[src/rtl/atg_pkg.sv]
// ----------------------------------------------------------------------------
// atg_pkg
// Shared constants, types and helper functions of the text grid terminal.
// ----------------------------------------------------------------------------
package atg_pkg;

    localparam int GRID_ROWS = 32;
    localparam int GRID_COLS = 64;
    localparam int TAB_WIDTH = 8;

    localparam int GRID_CELLS = GRID_ROWS * GRID_COLS;
    localparam int ROW_W      = $clog2(GRID_ROWS);
    localparam int CCOL_W     = $clog2(GRID_COLS + 1);
    localparam int ADDR_W     = $clog2(GRID_CELLS);
    localparam int ADDR_XW    = ADDR_W + 1;
    localparam int TAB_MAXK   = GRID_COLS / TAB_WIDTH + 1;

    localparam int CH_W      = 7;
    localparam int RD_ROW_W  = 5;
    localparam int RD_COL_W  = 6;
    localparam int NUM_W     = 16;

    localparam logic [CH_W-1:0] CH_SPACE = 7'h20;
    localparam logic [CH_W-1:0] CH_QMARK = 7'h3f;

    // operation codes from the front parser to the back executor
    localparam logic [3:0] OP_NOP     = 4'd0;
    localparam logic [3:0] OP_READ    = 4'd1;
    localparam logic [3:0] OP_CR      = 4'd2;
    localparam logic [3:0] OP_LF      = 4'd3;
    localparam logic [3:0] OP_BS      = 4'd4;
    localparam logic [3:0] OP_TAB     = 4'd5;
    localparam logic [3:0] OP_PUT     = 4'd6;
    localparam logic [3:0] OP_SAVE    = 4'd7;
    localparam logic [3:0] OP_RESTORE = 4'd8;
    localparam logic [3:0] OP_RI      = 4'd9;
    localparam logic [3:0] OP_RESET   = 4'd10;
    localparam logic [3:0] OP_CSI     = 4'd11;

    localparam int QDEPTH = 4;
    localparam int QPTR_W = $clog2(QDEPTH);

    typedef struct packed {
        logic [3:0]          code;
        logic [CH_W-1:0]     ch;
        logic [RD_ROW_W-1:0] rd_row;
        logic [RD_COL_W-1:0] rd_col;
        logic [7:0]          fin;
        logic [NUM_W-1:0]    n1;
        logic [NUM_W-1:0]    n2;
        logic                has2;
        logic                priv;
        logic                esc;
    } t_op;

    typedef struct packed {
        logic init_busy;
    } t_back_status;

    function automatic logic [NUM_W-1:0] add_digit(logic [NUM_W-1:0] v, logic [3:0] d);
        logic [NUM_W+3:0] t;
        t = (NUM_W+4)'(v) * (NUM_W+4)'(10) + (NUM_W+4)'(d);
        return (t > (NUM_W+4)'(65535)) ? NUM_W'(65535) : t[NUM_W-1:0];
    endfunction

    // next tab stop, clamped to the last column
    function automatic logic [CCOL_W-1:0] tab_stop(logic [CCOL_W-1:0] col);
        logic [CCOL_W-1:0] res;
        res = CCOL_W'(GRID_COLS - 1);
        for (int k = TAB_MAXK; k >= 1; k--) begin
            if (k * TAB_WIDTH > int'(col)) begin
                res = (k * TAB_WIDTH > GRID_COLS - 1) ? CCOL_W'(GRID_COLS - 1)
                                                      : CCOL_W'(k * TAB_WIDTH);
            end
        end
        return res;
    endfunction

endpackage

[src/rtl/atg_queue.sv]
// ----------------------------------------------------------------------------
// atg_queue
// Short operation queue between the parser front and the grid back.
// ----------------------------------------------------------------------------
module atg_queue (
    input  logic          i_clk,
    input  logic          i_rst_n,
    input  logic          i_push,
    input  atg_pkg::t_op  i_op,
    output logic          o_full,
    input  logic          i_pop,
    output logic          o_empty,
    output atg_pkg::t_op  o_op
);

    atg_pkg::t_op                r_mem [atg_pkg::QDEPTH];
    logic [atg_pkg::QPTR_W-1:0]  r_wp, r_rp;
    logic [atg_pkg::QPTR_W:0]    r_cnt;

    assign o_full  = (r_cnt == (atg_pkg::QPTR_W+1)'(atg_pkg::QDEPTH));
    assign o_empty = (r_cnt == '0);
    assign o_op    = r_mem[r_rp];

    always_ff @(posedge i_clk) begin
        if (i_push) begin
            r_mem[r_wp] <= i_op;
        end
    end

    always_ff @(posedge i_clk) begin
        if (!i_rst_n) begin
            r_wp  <= '0;
            r_rp  <= '0;
            r_cnt <= '0;
        end else begin
            if (i_push) begin
                r_wp <= r_wp + 1'b1;
            end
            if (i_pop) begin
                r_rp <= r_rp + 1'b1;
            end
            r_cnt <= r_cnt + (atg_pkg::QPTR_W+1)'(i_push) - (atg_pkg::QPTR_W+1)'(i_pop);
        end
    end

`ifndef SYNTHESIS
    a_no_overflow: assert property (@(posedge i_clk) disable iff (!i_rst_n)
        o_full |-> !i_push)
        else $error("queue overflow");
    a_no_underflow: assert property (@(posedge i_clk) disable iff (!i_rst_n)
        o_empty |-> !i_pop)
        else $error("queue underflow");
`endif

endmodule

[config.mk]
export PLATFORM = sky130hd
export DESIGN_NAME = atg_queue
export DESIGN_NICKNAME = d
export VERILOG_FILES = /design/src/rtl/atg_pkg.sv /design/src/rtl/atg_queue.sv
export SDC_FILE = /design/constraint.sdc
export NUM_CORES = 1
export LEC_CHECK = 0
export BUFFER_PORTS_ARGS = -buffer_cell sky130_fd_sc_hd__buf_4
export CORE_MARGIN = 2
export CORE_UTILIZATION = 47
export DETAILED_ROUTE_END_ITERATION = 8
export PLACE_DENSITY = 0.67
export SLEW_MARGIN = 20
export SYNTH_ARGS = -nofsm -noshare
export SYNTH_HDL_FRONTEND = slang
export SYNTH_SLANG_ARGS = --single-unit
[constraint.sdc]
create_clock -name i_clk -period 3.25 [get_ports i_clk]
set_input_delay 0 -clock i_clk [delete_from_list [all_inputs] [get_ports i_clk]]
set_output_delay 0 -clock i_clk [all_outputs]
set_load 0.03 [all_outputs]
* After elaboration in Yosys (flattened, before gate mapping)
Memory sizes are Yosys's and may differ from the RTL's. A register that Yosys moved wholly into a read port is not among the register bits. Index checks and enable logic that the tools add are counted.
Word-level totals: bits in registers 7, memory bits (writable) 260, bits of input ports 69, output and inout port bits 67, logic and storage cells 14, memories kept 1
Cells by class: add/subtract/negate cells 4, eq/ne operators 1, multiplexer cells 4, reductions and logical operators 1
Memories:
- r_mem | words 4, bits a word 65, read ports 1, clocked after memory_dff 1, wr ports 1, RTL line atg_queue.sv:16 | atg_pkg::t_op r_mem [atg_pkg::QDEPTH];
Operators by type and width (number):
- adder 2 x 1 -> 2 bit, second input constant | 2
- 2-to-1 mux 2 bit | 2
- adder 3 x 1 -> 3 bit | 1
- == test 3 bit, second input constant | 1
- zero test 3 bit | 1
- subtractor 3 x 1 -> 3 bit | 1
- 2-to-1 mux 1 bit | 2

* Logic depth before layout (Yosys ltp)
Gate-level depths: netlist (run 1).
depth after elaboration 3, depth in mapped cells 7, mapped depth without buffers 7

* Worst setup path after synthesis (run 1)
Ideal clock, no wire load.
kind reg2reg, from register r_wp[0] in the netlist's numbering, to memory r_mem[0][0] in the netlist's numbering, enable pin, setup time 430 ps, data arrival time 2070 ps, data required time 2820 ps, setup slack 750 ps, cell stages (with the launch flop) 4, buffers on the path 0, clock period less this slack 2500 ps, cells stage by stage dfxtp_1 inv_1 ha_1 and2_1
RTL lines:
- start: declaration | RTL line atg_queue.sv:17 | logic [atg_pkg::QPTR_W-1:0] r_wp, r_rp;
- start signal: assignment | RTL line atg_queue.sv:37 | r_wp <= r_wp + 1'b1;
- end: declaration | RTL line atg_queue.sv:16
Straight into the memory's write port.

==> results of run 1 <==
area by class of cell:
cell class / count / area [um^2] / area share (%)
Clock buffer: 29 / 683.2 / 5.405
Tap cell: 275 / 344.1 / 2.722
Antenna cell: 1 / 2.502 / 0.01980
Clock inverter: 17 / 146.4 / 1.158
Timing Repair Buffer: 206 / 1732 / 13.70
Sequential cell: 269 / 7995 / 63.25
Multi-Input combinational cell: 92 / 1710 / 13.53
Inverter: 7 / 26.28 / 0.2079
per-stage QoR:
stage | instances | hold slack [ns] | setup WS [ns] | power (mW) | instance area (um^2)
final | 896 | 0.2263 | 0.8037 | 8.006 | 12640
after global routing | 895 | 0.2186 | 0.5983 | 8.285 | 12640
after CTS | 895 | 0.2039 | 0.6730 | 8.094 | 12640
after detailed placement | 780 | 0.2046 | 1.252 | 5.148 | 11120
after global placement | 780 | 0.1986 | 1.271 | 5.118 | 11120
after floorplan | 382 | 0.09887 | 0.7501 | 4.771 | 9867
routing by layer:
metal,track usage (%),vias up
li1,-,2066
met1,21.12,2414
met2,27.10,136
met3,3.609,24
met4,3.381,0
met5,0,-
state kept, by name, indices dropped and copies added (netlist names), named ones only:
| register | count |
|---|---|
| r_mem | 260 |
| r_cnt | 3 |
| r_rp | 2 |
| r_wp | 2 |
worst paths after layout:
check	cells after the start	endpoint	slack (ns)	start
min reg2reg	2	register	0.56	r_rp[1]$_SDFFE_PN0P_
max reg2reg	3	r_mem[1][24]$_DFFE_PP_	1.40	r_wp[1]$_SDFFE_PN0P_
max	3	o_op[44]	0.80	register
min	2	r_mem[1][49]$_DFFE_PP_	0.23	i_op[49]
kinds of logic after synthesis:
logic type / synth area share, %
AOI/OAI and AO/OA: 0.1521
xor gates and xnor gates: 0.4185
adders and majority gates: 0.9637
buffers and inverters: 1.813
DFF: 80.95
muxes: 14.94
and+or+nand+nor: 0.7609
synthesized netlist by cell type (all sizes together):
cell / count / share of area [%]
a21bo: 1 / 0.10
a21oi: 1 / 0.051
and2: 6 / 0.38
and3: 1 / 0.063
buf: 13 / 1.5
clkbuf: 1 / 0.038
dfxtp: 9 / 1.8
edfxtp: 260 / 79
fa: 1 / 0.20
ha: 6 / 0.76
inv: 7 / 0.27
mux2i: 1 / 0.10
mux4: 65 / 15
nand3b: 1 / 0.076
nor2: 5 / 0.19
nor3: 1 / 0.051
xnor2: 2 / 0.18
xor3: 1 / 0.24
report_power, final:
group | internal (mW) | switching, mW | total (mW)
Combinational | 0.492 | 0.562 | 1.05
Clock | 1.67 | 1.20 | 2.88
Sequential | 3.99 | 0.0883 | 4.08
Total | 6.15 | 1.86 | 8.01
worst max-delay path, stage by stage (launching register included):
cell and delay, ns:
dfxtp_4 0.74, buf_4 0.41, mux4_2 0.58, buf_4 0.19
what timing repair did:
| action | CTS | global route |
|---|---|---|
| hold buffers | 69 | 0 |
| hold endpoints to repair | 269 | 0 |
| buffers inserted | 0 | 0 |
==> reports/results.tsv, run 1 <==
metric	value	unit
status	completed	
cts_buffers	26	
ios	136	
syn_nets	458	
crit_arrival	2.45	ns
yosysWarnings	0	
end_kind	output pin	
min_period_over_period	75.27	%
start_kind	register	
power_density	633.4	nW/um^2
h-tree-depth	1	
highest_layer	met4	
grt_max_degree	66	
grt_util_all_layers	15.85	%
drc_errors	0	
wl_per_cell	19.39	um
postSynthAreaPerCell	25.83	um^2
path_class	register to output pin	
num_vias	4640	
finalHoldViolCount	0	
finalSetupViolations	0	
firstDrtPassIters	5	
start_util	47.39	%
period_needed	2.446	ns
relSlewSlack	30.78	%
cts.path.max_buffers	3	
gr-total-overflow	0	
wl_met3	1.118	mm
timing.fmax	408.8	MHz
clock_sinks	269	
worst_pin_slew	1.038	ns
clk_pin_slew	0.06	ns
antenna_found_initial	1	
drive_above_1_share	40.00	%
synthCells	382	
insertion_delay	0.51	ns
grt_first_pass_wirelength	26.96	mm
fillers	1508	
final_common_cell	edfxtp_1	
path_max_fanout	29	
skew	0.005690	ns
area_growth	28.10	%
finalCoreUtilization	60.70	%
synth-seq-cells	269	
ant_nets	0	
layout_common_cells	edfxtp_1 (260), buf_4 (136), dlygate4sd3_1 (69)	
maxCapViolCount	0	
cts_tree	done	
core_area	20820	um^2
port_buffers	135	
rsz0062_at_grt	no	
slew_viol_final	0	
rows	53	
hp-class	primary input to register	
yosysSeqAreaShare	80.95	%
dieWidth	148.9	um
place.gp.congestion	0.6868	
grt_pass1_vias	5035	
dp_hpwl	9.414	mm
ir_drop	0.0004812	V
routed_via_density	5.179	
root_buffer	clkbuf_16	
die_h	148.9	um
wl_met1	7.175	mm
p_leak	4.312	nW
die_area	22170	um^2
synth_area	9867	um^2
drt_iter0_drc	193	
cts-resized-gates	0	
finalNetCount	678	
synthDistinctLibCells	21	
wl	17.38	mm
tns	0	ns
wl_met2	8.874	mm
crit_required	3.25	ns
Power figures use the tool's default switching activity.
==> run 2: changes to the inputs <==
--- a/config.mk
+++ b/config.mk
@@ -5,11 +5,12 @@
 export SDC_FILE = /design/constraint.sdc
 export NUM_CORES = 1
 export LEC_CHECK = 0
+export ABC_AREA = 1
 export BUFFER_PORTS_ARGS = -buffer_cell sky130_fd_sc_hd__buf_4
 export CORE_MARGIN = 2
 export CORE_UTILIZATION = 47
 export DETAILED_ROUTE_END_ITERATION = 8
-export PLACE_DENSITY = 0.67
+export PLACE_DENSITY = 0.69
 export SLEW_MARGIN = 20
 export SYNTH_ARGS = -nofsm -noshare
 export SYNTH_HDL_FRONTEND = slang
==> constraint.sdc (replaced) <==
create_clock -name i_clk -period 2.1 [get_ports i_clk]
set_input_delay 0 -clock i_clk [delete_from_list [all_inputs] [get_ports i_clk]]
set_output_delay 0 -clock i_clk [all_outputs]
set_load 0.03 [all_outputs]
==> run 2 against run 1 <==
Compared with the run above:
- via count is 40% higher
- synthesized cell count is 110% higher
- clock-buffer cell count is 10 higher
- first-iteration DRC count is 110% higher
- non-clock buffer count is 15 higher
- final cell count is 52% higher
- synthesized area is 12% higher
- clock skew is 0.0092 ns higher
- clock power is 66% higher
- register-to-register slack worse by 1.1 ns
- sequential share of layout area is 6.3 points lower
- critical path type unchanged
==> reports/results.tsv, run 2 <==
metric	value	unit	change
final_common_cell	edfxtp_1		
slowest_stage	dfxtp_4		
worstPathCellList	buf_12 > a21oi_1 > o21ai_0 > nand2_1 > buf_4		
p_int	9.655	mW	+57%
grt_max_degree	88		+33%
dieWidth	157.6	um	+5.8%
num_vias	6509		+40%
die_h	157.6	um	+5.8%
yosys.area.top_type_share	70.45	%	-8.7 points
drt_iter0_drc	410		+110%
cts_setup_buffers	0		unchanged
h-tree-depth	1		unchanged
drc_errors	0		unchanged
path_max_fanout	87		+200%
slew_viol_final	0		unchanged
yosysTopAreaCell	edfxtp_1		
cts.path.max_buffers	3		unchanged
swShare	24.35	%	+1.2 points
wl_per_cell	15.42	um	-20%
syn_nets	890		+94%
clock_sinks	269		unchanged
cts-resized-gates	0		unchanged
placedCellCount	1242		+59%
status	completed		
fin_area	14040	um^2	+11%
wl	21.00	mm	+21%
synth_ff_type	edfxtp_1		
worst_pin_slew	0.5116	ns	-0.5267 ns
synth-seq-cells	269		unchanged
top_register	r_mem		
routed_via_density	4.779		-7.7%
rows	56		+5.7%
maxCapViolCount	0		unchanged
finalHoldViolCount	0		unchanged
area_growth	26.69	%	
grt_first_pass_wirelength	32.82	mm	+22%
timing.fmax	535.2	MHz	
core_area	23330	um^2	+12%
synthDistinctLibCells	21		unchanged
hp-class	primary input to register		
clockPowerShare	37.5	%	+1.6 points
synth_area	11080	um^2	+12%
cts_tree	done		
place.gp.congestion	0.7315		+6.5%
largest_reg_flops	260		unchanged
antenna_found_initial	0		-1
crit_required	2.10	ns	-1.15 ns
relSlewSlack	65.82	%	+35 points
ios	136		unchanged
preCtsSetupSlack	0.3248	ns	-0.9269 ns
ir_drop	0.0007472	V	+55%
combPwrFrac	13.9	%	+0.7 points
finalNetCount	1098		+62%
start_kind	register		
dpl_cell_area	12450	um^2	+12%
cpLargestDelayFamily	buffers and inverters		
grt_util_all_layers	16.90	%	+1.1 points
power.net_switching	3.108	mW	+67%
postSynthAreaPerCell	13.61	um^2	-47%
firstDrtPassIters	4		-1
clk_pin_slew	0.06	ns	about the same
path_class	register to output pin		
start_util	47.50	%	+0.11 points
yosys-top-cells-count	edfxtp_1 (260), inv_1 (146), nand2_1 (140), o211ai_2 (65), a21oi_1 (61)		
reg.largest.list	r_mem x260, r_cnt x3		
p_leak	5.417	nW	+26%
end_kind	output pin		
tns	0	ns	unchanged
rsz0062_at_grt	no		
dp_hpwl	12.54	mm	+33%
root_buffer	clkbuf_16		
yosysWarnings	0		unchanged
drive_above_1_share	26.01	%	-14 points
layout_common_cells	edfxtp_1 (260), inv_1 (142), nand2_1 (140)		
async_reset_ff_share	0	%	unchanged
cts_buffers	28		+7.7%
power_density	909.1	nW/um^2	+44%
cpPeakStageDelay	0.43	ns	-0.31 ns
ant_nets	0		unchanged
skew	0.01487	ns	+0.009179 ns
yosysMostFrequentCell	edfxtp_1		
worst_slack	0.2316	ns	-0.5721 ns
layout.cells.non_filler	1362		+52%
die_area	24820	um^2	+12%
crit_buf_inv	2		unchanged
yosysSeqAreaShare	72.08	%	-8.9 points
synth_enable_flop_cells	260		unchanged
pwr-share-seq	48.6	%	-2.3 points
finalSetupViolations	0		unchanged
min_period_over_period	88.97	%	
synth_area_leaders	edfxtp_1 (70%), o211ai_2 (7.3%), inv_1 (4.9%), nand2_1 (4.7%), a21oi_1 (2.8%)		
crit_arrival	1.87	ns	-0.58 ns
port_buffers	135		unchanged
grt_pass1_vias	6518		+29%
gr-total-overflow	0		unchanged
synthCells	814		+110%
period_needed	1.868	ns	
fillers	1811		+20%
insertion_delay	0.54	ns	+0.03 ns
[run 2: area by class of cell]
class / count / area [um^2] / area share, %
timing repair buffer: 221 / 1994 / 14.21
clock buffer: 39 / 793.3 / 5.650
sequential: 269 / 7995 / 56.95
antenna: 1 / 2.502 / 0.01782
tap: 319 / 399.1 / 2.843
multi-input combinational: 356 / 2190 / 15.60
clock inverter: 11 / 102.6 / 0.7308
inverter: 146 / 563.0 / 4.010
[run 2: stage by stage]
step / util (%) / hold WS (ns) / power [mW]
floorplan: - / 0.09191 / 7.367
global placement: 53.36 / 0.2019 / 7.972
detailed placement: 53.36 / 0.2047 / 8.001
CTS: 60.16 / 0.1918 / 12.89
global route: 60.16 / 0.2104 / 13.23
finish: 60.17 / 0.2074 / 12.76
[run 2: logic make-up after synthesis]
family          after synthesis  synth area share, %
buf+inv                     189                8.163
flops                       269                72.08
compound gates              205                14.00
fa+ha+maj                     7               0.8581
simple gates                144                4.900
[run 2: what timing repair did]
| action | in CTS | in global routing |
|---|---|---|
| hold buffers | 69 | 0 |
| endpoints found under the hold margin | 269 | 0 |
| endpoints found under the setup margin | 0 | 0 |
[run 2: power by group through the flow]
stage	registers (mW)	clock network (mW)	logic, mW
finish	6.21	4.78	1.77
global route	6.22	5.08	1.92
CTS	6.21	4.88	1.80
detailed placement	6.32	0	1.68
global placement	6.31	0	1.66
floorplan	6.31	0	1.06
[run 2: layer usage]
metal | part of all wire (%) | track usage (%) | vias up | wire [um]
met2 | 50 | 29.92 | 149 | 10560
met4 | 1.9 | 4.026 | 0 | 409
met3 | 4.9 | 3.084 | 28 | 1027
met1 | 43 | 21.62 | 3082 | 9005
li1 | - | - | 3250 | -
met5 | 0 | 0 | - | 0
[run 2: worst reg2reg max path: stages (launching register included)]
cell,delay [ns]
dfxtp_1,0.36
inv_1,0.09
ha_1,0.18
nand2_1,0.10
clkinvlp_4,0.44
buf_12,0.34
[run 2: final timing paths]
check / from / end / slack [ns] / cells after the start
worst max register to register: r_wp[1]$_SDFFE_PN0P_ / r_mem[1][40]$_DFFE_PP_ / 0.34 / 5
worst min register to register: r_rp[1]$_SDFFE_PN0P_ / register / 0.44 / 2
worst max-delay path: register / o_op[31] / 0.23 / 5
worst min-delay path: i_op[52] / r_mem[3][52]$_DFFE_PP_ / 0.21 / 2
