--- src/rtl/atg_pkg.sv ---
// ----------------------------------------------------------------------------
// atg_pkg
// Shared constants, types and helper functions of the text grid terminal.
// ----------------------------------------------------------------------------
package atg_pkg;

    localparam int GRID_ROWS = 32;
    localparam int GRID_COLS = 64;
    localparam int TAB_WIDTH = 8;

    localparam int GRID_CELLS = GRID_ROWS * GRID_COLS;
    localparam int ROW_W      = $clog2(GRID_ROWS);
    localparam int CCOL_W     = $clog2(GRID_COLS + 1);
    localparam int ADDR_W     = $clog2(GRID_CELLS);
    localparam int ADDR_XW    = ADDR_W + 1;
    localparam int TAB_MAXK   = GRID_COLS / TAB_WIDTH + 1;

    localparam int CH_W      = 7;
    localparam int RD_ROW_W  = 5;
    localparam int RD_COL_W  = 6;
    localparam int NUM_W     = 16;

    localparam logic [CH_W-1:0] CH_SPACE = 7'h20;
    localparam logic [CH_W-1:0] CH_QMARK = 7'h3f;

    // operation codes from the front parser to the back executor
    localparam logic [3:0] OP_NOP     = 4'd0;
    localparam logic [3:0] OP_READ    = 4'd1;
    localparam logic [3:0] OP_CR      = 4'd2;
    localparam logic [3:0] OP_LF      = 4'd3;
    localparam logic [3:0] OP_BS      = 4'd4;
    localparam logic [3:0] OP_TAB     = 4'd5;
    localparam logic [3:0] OP_PUT     = 4'd6;
    localparam logic [3:0] OP_SAVE    = 4'd7;
    localparam logic [3:0] OP_RESTORE = 4'd8;
    localparam logic [3:0] OP_RI      = 4'd9;
    localparam logic [3:0] OP_RESET   = 4'd10;
    localparam logic [3:0] OP_CSI     = 4'd11;

    localparam int QDEPTH = 4;
    localparam int QPTR_W = $clog2(QDEPTH);

    typedef struct packed {
        logic [3:0]          code;
        logic [CH_W-1:0]     ch;
        logic [RD_ROW_W-1:0] rd_row;
        logic [RD_COL_W-1:0] rd_col;
        logic [7:0]          fin;
        logic [NUM_W-1:0]    n1;
        logic [NUM_W-1:0]    n2;
        logic                has2;
        logic                priv;
        logic                esc;
    } t_op;

    typedef struct packed {
        logic init_busy;
    } t_back_status;

    function automatic logic [NUM_W-1:0] add_digit(logic [NUM_W-1:0] v, logic [3:0] d);
        logic [NUM_W+3:0] t;
        t = (NUM_W+4)'(v) * (NUM_W+4)'(10) + (NUM_W+4)'(d);
        return (t > (NUM_W+4)'(65535)) ? NUM_W'(65535) : t[NUM_W-1:0];
    endfunction

    // next tab stop, clamped to the last column
    function automatic logic [CCOL_W-1:0] tab_stop(logic [CCOL_W-1:0] col);
        logic [CCOL_W-1:0] res;
        res = CCOL_W'(GRID_COLS - 1);
        for (int k = TAB_MAXK; k >= 1; k--) begin
            if (k * TAB_WIDTH > int'(col)) begin
                res = (k * TAB_WIDTH > GRID_COLS - 1) ? CCOL_W'(GRID_COLS - 1)
                                                      : CCOL_W'(k * TAB_WIDTH);
            end
        end
        return res;
    endfunction

endpackage

--- src/rtl/atg_if.sv ---
// ----------------------------------------------------------------------------
// atg channel interfaces
// Valid/ready channels for input items and result items.
// ----------------------------------------------------------------------------
interface atg_in_if;
    logic                          valid;
    logic                          ready;
    logic                          command;
    logic [7:0]                    data_byte;
    logic [atg_pkg::RD_ROW_W-1:0]  read_row;
    logic [atg_pkg::RD_COL_W-1:0]  read_col;

    modport source(output valid, command, data_byte, read_row, read_col, input ready);
    modport sink(input valid, command, data_byte, read_row, read_col, output ready);
endinterface


--- src/rtl/atg_front.sv ---
// ----------------------------------------------------------------------------
// atg_front
// Accepts input items, runs the escape parser and emits one operation per item.
// ----------------------------------------------------------------------------
module atg_front (
    input  logic                  i_clk,
    input  logic                  i_rst_n,
    atg_in_if.sink                i_in,
    input  atg_pkg::t_back_status i_status,
    input  logic                  i_full,
    output logic                  o_push,
    output atg_pkg::t_op          o_op
);

    localparam logic [2:0] PS_GROUND  = 3'd0;
    localparam logic [2:0] PS_ESC     = 3'd1;
    localparam logic [2:0] PS_CSI     = 3'd2;
    localparam logic [2:0] PS_OSC     = 3'd3;
    localparam logic [2:0] PS_OSC_ESC = 3'd4;
    localparam logic [2:0] PS_CHARSET = 3'd5;

    logic [2:0]                  r_pst, n_pst;
    logic [atg_pkg::NUM_W-1:0]   r_n1, n_n1, r_n2, n_n2;
    logic [2:0]                  r_idx, n_idx;
    logic                        r_priv, n_priv;
    logic [7:0]                  b;
    logic [3:0]                  dig;

    assign i_in.ready = !i_full && !i_status.init_busy;
    assign o_push     = i_in.valid && i_in.ready;
    assign b          = i_in.data_byte;
    assign dig        = b[3:0];

    always_comb begin
        n_pst  = r_pst;
        n_n1   = r_n1;
        n_n2   = r_n2;
        n_idx  = r_idx;
        n_priv = r_priv;
        o_op        = '0;
        o_op.code   = atg_pkg::OP_NOP;
        o_op.rd_row = i_in.read_row;
        o_op.rd_col = i_in.read_col;
        if (i_in.command) begin
            o_op.code = atg_pkg::OP_READ;
        end else begin
            case (r_pst)
                PS_GROUND: begin
                    if (b == 8'h1b) begin
                        n_pst = PS_ESC;
                    end else if (b == 8'h0d) begin
                        o_op.code = atg_pkg::OP_CR;
                    end else if (b == 8'h0a || b == 8'h0b || b == 8'h0c) begin
                        o_op.code = atg_pkg::OP_LF;
                    end else if (b == 8'h08) begin
                        o_op.code = atg_pkg::OP_BS;
                    end else if (b == 8'h09) begin
                        o_op.code = atg_pkg::OP_TAB;
                    end else if (b >= 8'h20 && b < 8'h7f) begin
                        o_op.code = atg_pkg::OP_PUT;
                        o_op.ch   = b[6:0];
                    end else if (b >= 8'hc0) begin
                        // utf-8 lead byte shows as a question mark
                        o_op.code = atg_pkg::OP_PUT;
                        o_op.ch   = atg_pkg::CH_QMARK;
                    end
                end
                PS_ESC: begin
                    n_pst = PS_GROUND;
                    if (b == 8'h5b) begin
                        n_pst  = PS_CSI;
                        n_n1   = '0;
                        n_n2   = '0;
                        n_idx  = '0;
                        n_priv = 1'b0;
                    end else if (b == 8'h5d) begin
                        n_pst = PS_OSC;
                    end else if (b == 8'h28 || b == 8'h29) begin
                        n_pst = PS_CHARSET;
                    end else if (b == 8'h37) begin
                        o_op.code = atg_pkg::OP_SAVE;
                    end else if (b == 8'h38) begin
                        o_op.code = atg_pkg::OP_RESTORE;
                    end else if (b == 8'h4d) begin
                        o_op.code = atg_pkg::OP_RI;
                    end else if (b == 8'h63) begin
                        o_op.code = atg_pkg::OP_RESET;
                    end
                end
                PS_CSI: begin
                    if (b == 8'h3f) begin
                        n_priv = 1'b1;
                    end else if (b >= 8'h30 && b <= 8'h39) begin
                        if (r_idx == 3'd0) begin
                            n_n1 = atg_pkg::add_digit(r_n1, dig);
                        end else if (r_idx == 3'd1) begin
                            n_n2 = atg_pkg::add_digit(r_n2, dig);
                        end
                    end else if (b == 8'h3b) begin
                        if (r_idx != 3'd7) begin
                            n_idx = r_idx + 3'd1;
                        end
                    end else if (b >= 8'h40 && b <= 8'h7e) begin
                        o_op.code = atg_pkg::OP_CSI;
                        o_op.fin  = b;
                        o_op.n1   = r_n1;
                        o_op.n2   = r_n2;
                        o_op.has2 = (r_idx != 3'd0);
                        o_op.priv = r_priv;
                        n_pst     = PS_GROUND;
                    end
                end
                PS_OSC: begin
                    if (b == 8'h07) begin
                        n_pst = PS_GROUND;
                    end else if (b == 8'h1b) begin
                        n_pst = PS_OSC_ESC;
                    end
                end
                default: begin
                    n_pst = PS_GROUND;
                end
            endcase
        end
        o_op.esc = (n_pst != PS_GROUND);
    end

    always_ff @(posedge i_clk) begin
        if (!i_rst_n) begin
            r_pst  <= PS_GROUND;
            r_n1   <= '0;
            r_n2   <= '0;
            r_idx  <= '0;
            r_priv <= 1'b0;
        end else if (o_push) begin
            r_pst  <= n_pst;
            r_n1   <= n_n1;
            r_n2   <= n_n2;
            r_idx  <= n_idx;
            r_priv <= n_priv;
        end
    end

`ifndef SYNTHESIS
    a_no_push_in_clear: assert property (@(posedge i_clk) disable iff (!i_rst_n)
        i_status.init_busy |-> !o_push)
        else $error("item accepted during clearing pass");
`endif

endmodule

--- src/flat_wrapper.sv ---
// flat-port wrapper written by rule: the top's interface ports become plain ports
module atg_front_flat 
  (i_clk, i_rst_n, i_status, i_full, o_push, o_op, i_in_valid, i_in_command, i_in_data_byte, i_in_read_row, i_in_read_col, i_in_ready);
  atg_in_if i_in_i ();
  input  logic i_clk;
  input  logic i_rst_n;
  input  atg_pkg::t_back_status i_status;
  input  logic i_full;
  output logic o_push;
  output atg_pkg::t_op o_op;
  input wire logic [$bits(i_in_i.valid)-1:0] i_in_valid;
  input wire logic [$bits(i_in_i.command)-1:0] i_in_command;
  input wire logic [$bits(i_in_i.data_byte)-1:0] i_in_data_byte;
  input wire logic [$bits(i_in_i.read_row)-1:0] i_in_read_row;
  input wire logic [$bits(i_in_i.read_col)-1:0] i_in_read_col;
  output wire logic [$bits(i_in_i.ready)-1:0] i_in_ready;
  assign i_in_i.valid = i_in_valid;
  assign i_in_i.command = i_in_command;
  assign i_in_i.data_byte = i_in_data_byte;
  assign i_in_i.read_row = i_in_read_row;
  assign i_in_i.read_col = i_in_read_col;
  assign i_in_ready = i_in_i.ready;
  atg_front u_core (.i_clk(i_clk), .i_rst_n(i_rst_n), .i_in(i_in_i), .i_status(i_status), .i_full(i_full), .o_push(o_push), .o_op(o_op));
endmodule
--- config.mk ---
export PLATFORM = sky130hd
export DESIGN_NAME = atg_front_flat
export DESIGN_NICKNAME = d
export VERILOG_FILES = /design/src/rtl/atg_pkg.sv /design/src/rtl/atg_if.sv /design/src/rtl/atg_front.sv /design/src/flat_wrapper.sv
export SDC_FILE = /design/constraint.sdc
export NUM_CORES = 1
export LEC_CHECK = 0
export BUFFER_PORTS_ARGS = -buffer_cell sky130_fd_sc_hd__buf_2
export CORE_MARGIN = 3
export CORE_UTILIZATION = 50
export DETAILED_ROUTE_END_ITERATION = 6
export PLACE_DENSITY = 0.8
export SYNTH_ARGS = -nofsm -noshare
export SYNTH_HDL_FRONTEND = slang
export SYNTH_SLANG_ARGS = --single-unit
export TNS_END_PERCENT = 1
--- constraint.sdc ---
create_clock -name i_clk -period 3.65 [get_ports i_clk]
set_clock_uncertainty 0.05 [all_clocks]
set_input_delay 0.1825 -clock i_clk [delete_from_list [all_inputs] [get_ports i_clk]]
set_output_delay 0.1825 -clock i_clk [all_outputs]
set_load 0.005 [all_outputs]
Word level (Yosys, flattened, before mapping):

Index checks and enable logic that the tools add are counted.

* latch bits: 0
* memory bits (writable): 0
* ROM bits: 0
* memories kept: 0
* bits of input ports: 25
* word-level logic and storage cells: 137
* bits in registers: 39
* output and inout port bits: 67

* $lt $le $gt $ge: 9
* mux-type cells: 65
* div/mod/pow operators: 0
* shifts and indexed selects: 0
* multiply operators: 2
* bitwise gates (word level): 1
* $add $sub $neg: 3
* reduce and logical (&&, ||, !) cells: 19
* equal/unequal tests: 33

Operator list (count)
* $mux W42: 6
* $mux W16: 10
* $mux W4: 16
* $pmux W16 S2: 2
* $eq A8 B4 Y1 const B: 6
* $eq A8 B6 Y1 const B: 6
* $mux W3: 16
* $mux W7: 6
* $add A20 B4 Y20: 2
* $gt A20 B16 Y1 const B: 2
* $mul A16 B3 Y19 const B: 2
* $eq A8 B7 Y1 const B: 4
* $mux W10: 2
* $ge A8 B6 Y1 const B: 2
* $reduce_and A8 Y1: 2
* $ne A2 B1 Y1 const B: 7
* $pmux W3 S4: 1
* $pmux W4 S3: 1
* $mux W11: 1
* $eq A8 B3 Y1 const B: 1
* $eq A8 B5 Y1 const B: 1
* $ge A8 B7 Y1 const B: 1
* $ge A8 B8 Y1 const B: 1
* $le A8 B6 Y1 const B: 1
* 19 further kinds: 33

Longest topological paths before layout:

* depth after elaboration: 10
* depth in mapped cells: 14
* depth with buffers taken out: 13

Worst setup path before layout:

No wires, ideal clock.

* path kind: register to register
* from: register u_core.r_n1[1] (netlist bit)
* to: register u_core.r_n1[10] (netlist bit)
* stages on the path, launching flop included: 14
* period minus slack after synthesis: 3332 ps
* arrival: 3208 ps
* path slack: 318 ps
* path buffers: 1
* required time: 3526 ps
* setup time: 74 ps
* path through: dfxtp_1 ha_1 ha_1 inv_1 fa_1 nand2b_1 a21oi_1 xor2_1 o211ai_1 nor4b_1 o211ai_2 mux2_4 buf_6 a31oi_1

* cells in the longest elaborated chain, start to end: 8

RTL lines
* start, declared: RTL line atg_front.sv:23 `logic [atg_pkg::NUM_W-1:0] r_n1, n_n1, r_n2, n_n2;`
* start signal, assigned: RTL line atg_front.sv:137 `r_n1 <= n_n1;`
* $mul A16 B3 Y19 (*): RTL line atg_pkg.sv:62 `t = (NUM_W+4)'(v) * (NUM_W+4)'(10) + (NUM_W+4)'(d);`
* $add A20 B4 Y20 (*): RTL line atg_pkg.sv:62
* $gt A20 B16 Y1: RTL line atg_pkg.sv:63 `return (t > (NUM_W+4)'(65535)) ? NUM_W'(65535) : t[NUM_W-1:0];`
* $mux W16 (*): RTL line atg_pkg.sv:63
* $mux W16 (*): RTL line atg_front.sv:94 `if (r_idx == 3'd0) begin`
* $mux W16 (*): RTL line atg_front.sv:93 `end else if (b >= 8'h30 && b <= 8'h39) begin`
* $mux W16 (*): RTL line atg_front.sv:91 `if (b == 8'h3f) begin`
* $pmux W16 S2 (*): RTL line atg_front.sv:47 `case (r_pst)`

Mark *: on every way between the ends. The rest lies on a longest branch, timed or not. The select of a mux whose other input is x is not followed.
A chain may end at the register's enable or synchronous reset.

Final worst setup path:

* from: register u_core.r_n2[1] (netlist bit)
* to: register u_core.r_n2[7] (netlist bit)

* cells in the longest elaborated chain, start to end: 9

RTL lines
* start, declared: RTL line atg_front.sv:23
* start signal, assigned: RTL line atg_front.sv:138 `r_n2 <= n_n2;`
* $mul A16 B3 Y19 (*): RTL line atg_pkg.sv:62
* $add A20 B4 Y20 (*): RTL line atg_pkg.sv:62
* $gt A20 B16 Y1: RTL line atg_pkg.sv:63
* $mux W16 (*): RTL line atg_pkg.sv:63
* $mux W16 (*): RTL line atg_front.sv:96 `end else if (r_idx == 3'd1) begin`
* $mux W16 (*): RTL line atg_front.sv:94
* $mux W16 (*): RTL line atg_front.sv:93
* $mux W16 (*): RTL line atg_front.sv:91
* $pmux W16 S2 (*): RTL line atg_front.sv:47

Marks and branches as above.

==> impl_metrics.toml <==
[cells_and_area]
seqCellArea_um2 = 782
final_common_cell = "buf_2"
final_net_count = 817
drive_gt1_frac = 0.173
nFillCells = 930
post-route-util = 0.577
synthToLayoutAreaGrowth_pct = 12.1
final_cell_mix = "68 x buf_2, 65 x ha_1, 48 x nor2_1, 47 x nand2_1, 45 x a21oi_1"
insertedDiodeCount = 0
multiInputGateArea_mm2 = 0.00408

[critical_path]
worstReg2RegEnd = "u_core.r_n2[7]"
critPathKind = "reg2reg"
critPathCaptureType = "flop"
arrival_ns = 3.65
r2r_setup_slack_ns = 0.14
cp-start-kind = "flop"
endpoint = "u_core.r_n2[7]"
r2r_cells = 13
cp-startpoint = "u_core.r_n2[1]"
worst-path-max-fanout = 6
reg2reg_from = "u_core.r_n2[1]"
required_ns = 3.79

[synthesis]
synth_compound_area_frac = 0.249
synth-simple-area-share = 0.278
yosysWarnings = 0
synth_seq_area_share = 0.155
synth.top_cell.area_share = 0.163
muxShareOfSynthArea = 0.00694
syn_area_mm2 = 0.00505
netlist_instances = 676
ys_ff_latch = 39
ys_types = 72
syn_area_per_cell_um2 = 7.47
synth-adder-area-share = 0.179
synth_xor_area_frac = 0.0694
synth_flop_cell = "dfxtp_1"
synth_edf_count = 0
yosys-top-cells-area = "ha_1 16%, dfxtp_1 15%, and2_1 5.4%"
async_reset_ff_frac = 0
synth_area_leader_cell = "ha_1"
synth_top_family_by_area = "simple AND/OR/NAND/NOR gates"
synthesis.nets = 771

[clock_network]
clkLatencyLatePin_ns = 0.30
cts_buffer_depth = 2
cts_buffers = 5
cts_root_buffer = "clkbuf_8"
clkSinkCount = 39
clk_pin_slew_ns = 0.09
cts-htree-levels = 2
cts_tree = "built"

[drt]
firstDrtPassIters = 5
drtIter0Drc = 320
via_per_inst = 6.14
ant_nets = 0
vias = 5258
drcViolationCount = 0
routed_wl_um = 13900
detail_route.wl_per_cell_um = 16.3

[global_route]
busiest_layer = "met2"
grt_util_met2 = 0.410
track_usage = 0.236
grtUsageMet3 = 0.0225
grt_use_met1 = 0.317
antenna_found_initial = 0
grt_overflow_total = 0
grt_pass1_vias = 4818
grt_pass1_wl_um = 22700
grt_max_degree = 36

[timing]
max_freq_mhz = 285
final-setup-viol-count = 0
final_max_slew_viol_count = 0
setup_ws_ns = 0.141
final_hold_viol_count = 0
rsz0062_at_grt = "yes"
maxSlewHeadroom = 0.389
worstMarginPinSlew_ns = 0.910
finalSetupTns_ns = 0
finalCritPeriodShare = 0.962
whs_ns = 0.221
fin_crit_ns = 3.51

[floorplan]
design.core.area_mm2 = 0.00982
initial_utilization = 0.514
row_count = 36
die_h_um = 107
die_area_mm2 = 0.0113
ios = 92
die_x_um = 107

[pwr]
p_int_mw = 0.682
irDropWorstVdd_mv = 0.148
pwr-share-seq = 0.463
p_switching_mw = 0.255
power.total_mw = 0.938
p_clk_frac = 0.390
combPwrFrac = 0.146
leakage_nw = 2.75
power_density_mw_per_mm2 = 166
p_sw_frac = 0.272

[run]
cap_violations = 0

[placement]
hpwlAfterDp_um = 10600
preCtsSetupSlack_ns = -0.0365
routabilityCongestion = 0.954
io_buffers = 68

[hold_path]
whs_path_depth = 2
hp-class = "in2reg"

[outcome]
status = "complete, no violations"
[worst min-delay path by stage]
| stage | from | to | slack (ns) |
|---|---|---|---|
| 3_5_place_dp | i_in_read_col[2] | o_op[45] | 0.32 |
| 6_report | i_rst_n | u_core.r_pst[2] | 0.22 |
| 2_1_floorplan | i_rst_n | u_core.r_n2[6] | 0.29 |
| 5_1_grt | i_rst_n | u_core.r_pst[2] | 0.23 |
| 4_1_cts | i_rst_n | u_core.r_pst[2] | 0.21 |
| 3_3_place_gp | i_in_read_col[2] | o_op[45] | 0.32 |
[Yosys cell counts, types with 4 or more instances]
| cell type | instances |
|---|---|
| nor3_1 | 22 |
| and2_1 | 44 |
| or2_2 | 6 |
| a32o_1 | 8 |
| inv_1 | 27 |
| buf_2 | 4 |
| fa_1 | 4 |
| o211ai_1 | 5 |
| dfxtp_1 | 39 |
| o21ai_0 | 44 |
| ha_1 | 66 |
| nand3_1 | 23 |
| xor2_1 | 16 |
| buf_4 | 12 |
| nor4_1 | 9 |
| nand2b_1 | 6 |
| a31oi_1 | 24 |
| a21oi_1 | 46 |
| nor3b_1 | 4 |
| nand2_1 | 47 |
| a211oi_1 | 8 |
| o31ai_1 | 5 |
| nand4_1 | 10 |
| or3_1 | 7 |
| nor2b_1 | 5 |
| xnor2_1 | 24 |
| clkbuf_1 | 24 |
| nor2_1 | 49 |
| and3_1 | 11 |
| a21o_1 | 15 |
[state kept, by name, summed over array words and instances, names as in the netlist]
signal,cells
u_core.r_n2,16
u_core.r_idx,3
u_core.r_n1,16
u_core.r_pst,3
u_core.r_priv,1
[power by group through the flow]
stage / registers (mW) / clock network, mW / logic [mW]
detailed placement: 0.444 / 0 / 0.131
global placement: 0.444 / 0 / 0.128
global route: 0.435 / 0.381 / 0.151
floorplan: 0.441 / 0 / 0.0970
CTS: 0.434 / 0.369 / 0.131
finish: 0.434 / 0.366 / 0.137
[critical path, stage by stage, from the launching register on]
cell,delay (ns)
dfxtp_1,0.38
ha_1,0.31
ha_1,0.17
inv_1,0.06
fa_1,0.40
nand2b_1,0.25
a211oi_2,0.34
nor2_1,0.15
o211a_1,0.29
and4_1,0.20
a31o_2,0.28
a21oi_4,0.20
o21ai_1,0.10
a32o_1,0.21
[cell type report]
class / instances / share of cell area
Tap cell: 133 / 0.0294
Multi-Input combinational cell: 570 / 0.720
Inverter: 27 / 0.0179
Timing Repair Buffer: 79 / 0.0747
Clock inverter: 3 / 0.00773
Sequential cell: 39 / 0.138
Clock buffer: 5 / 0.0121
[per-stage QoR]
step / area [um^2] / instances
finish: 5660 / 856
global route: 5660 / 856
CTS: 5550 / 854
detailed placement: 5420 / 846
global placement: 5420 / 846
floorplan: 5050 / 676
[metal layers]
metal | vias up | routed length [um] | part of all wire
li1 | 2586 | - | -
met1 | 2446 | 6060 | 0.44
met2 | 196 | 6770 | 0.49
met3 | 30 | 847 | 0.061
met4 | 0 | 242 | 0.017
met5 | - | 0 | 0
[cells by family after synthesis]
| kind of cell | Yosys count |
|---|---|
| adder cells (fa/ha/maj) | 70 |
| other | 1 |
| buffers and inverters | 68 |
| multiplexers | 3 |
| AO/OA/AOI/OAI | 192 |
| AND/OR/NAND/NOR | 263 |
| XOR/XNOR | 40 |
| flip-flops | 39 |
[timing repair]
item                       in CTS  in global routing
resized for setup               2                 20
gates cloned                    0                  1
hold buffers                    0                  0
buffers inserted                0                  1
pin swaps                       0                  3
setup endpoints to repair      13                 29
Power figures use the tool's default switching activity.
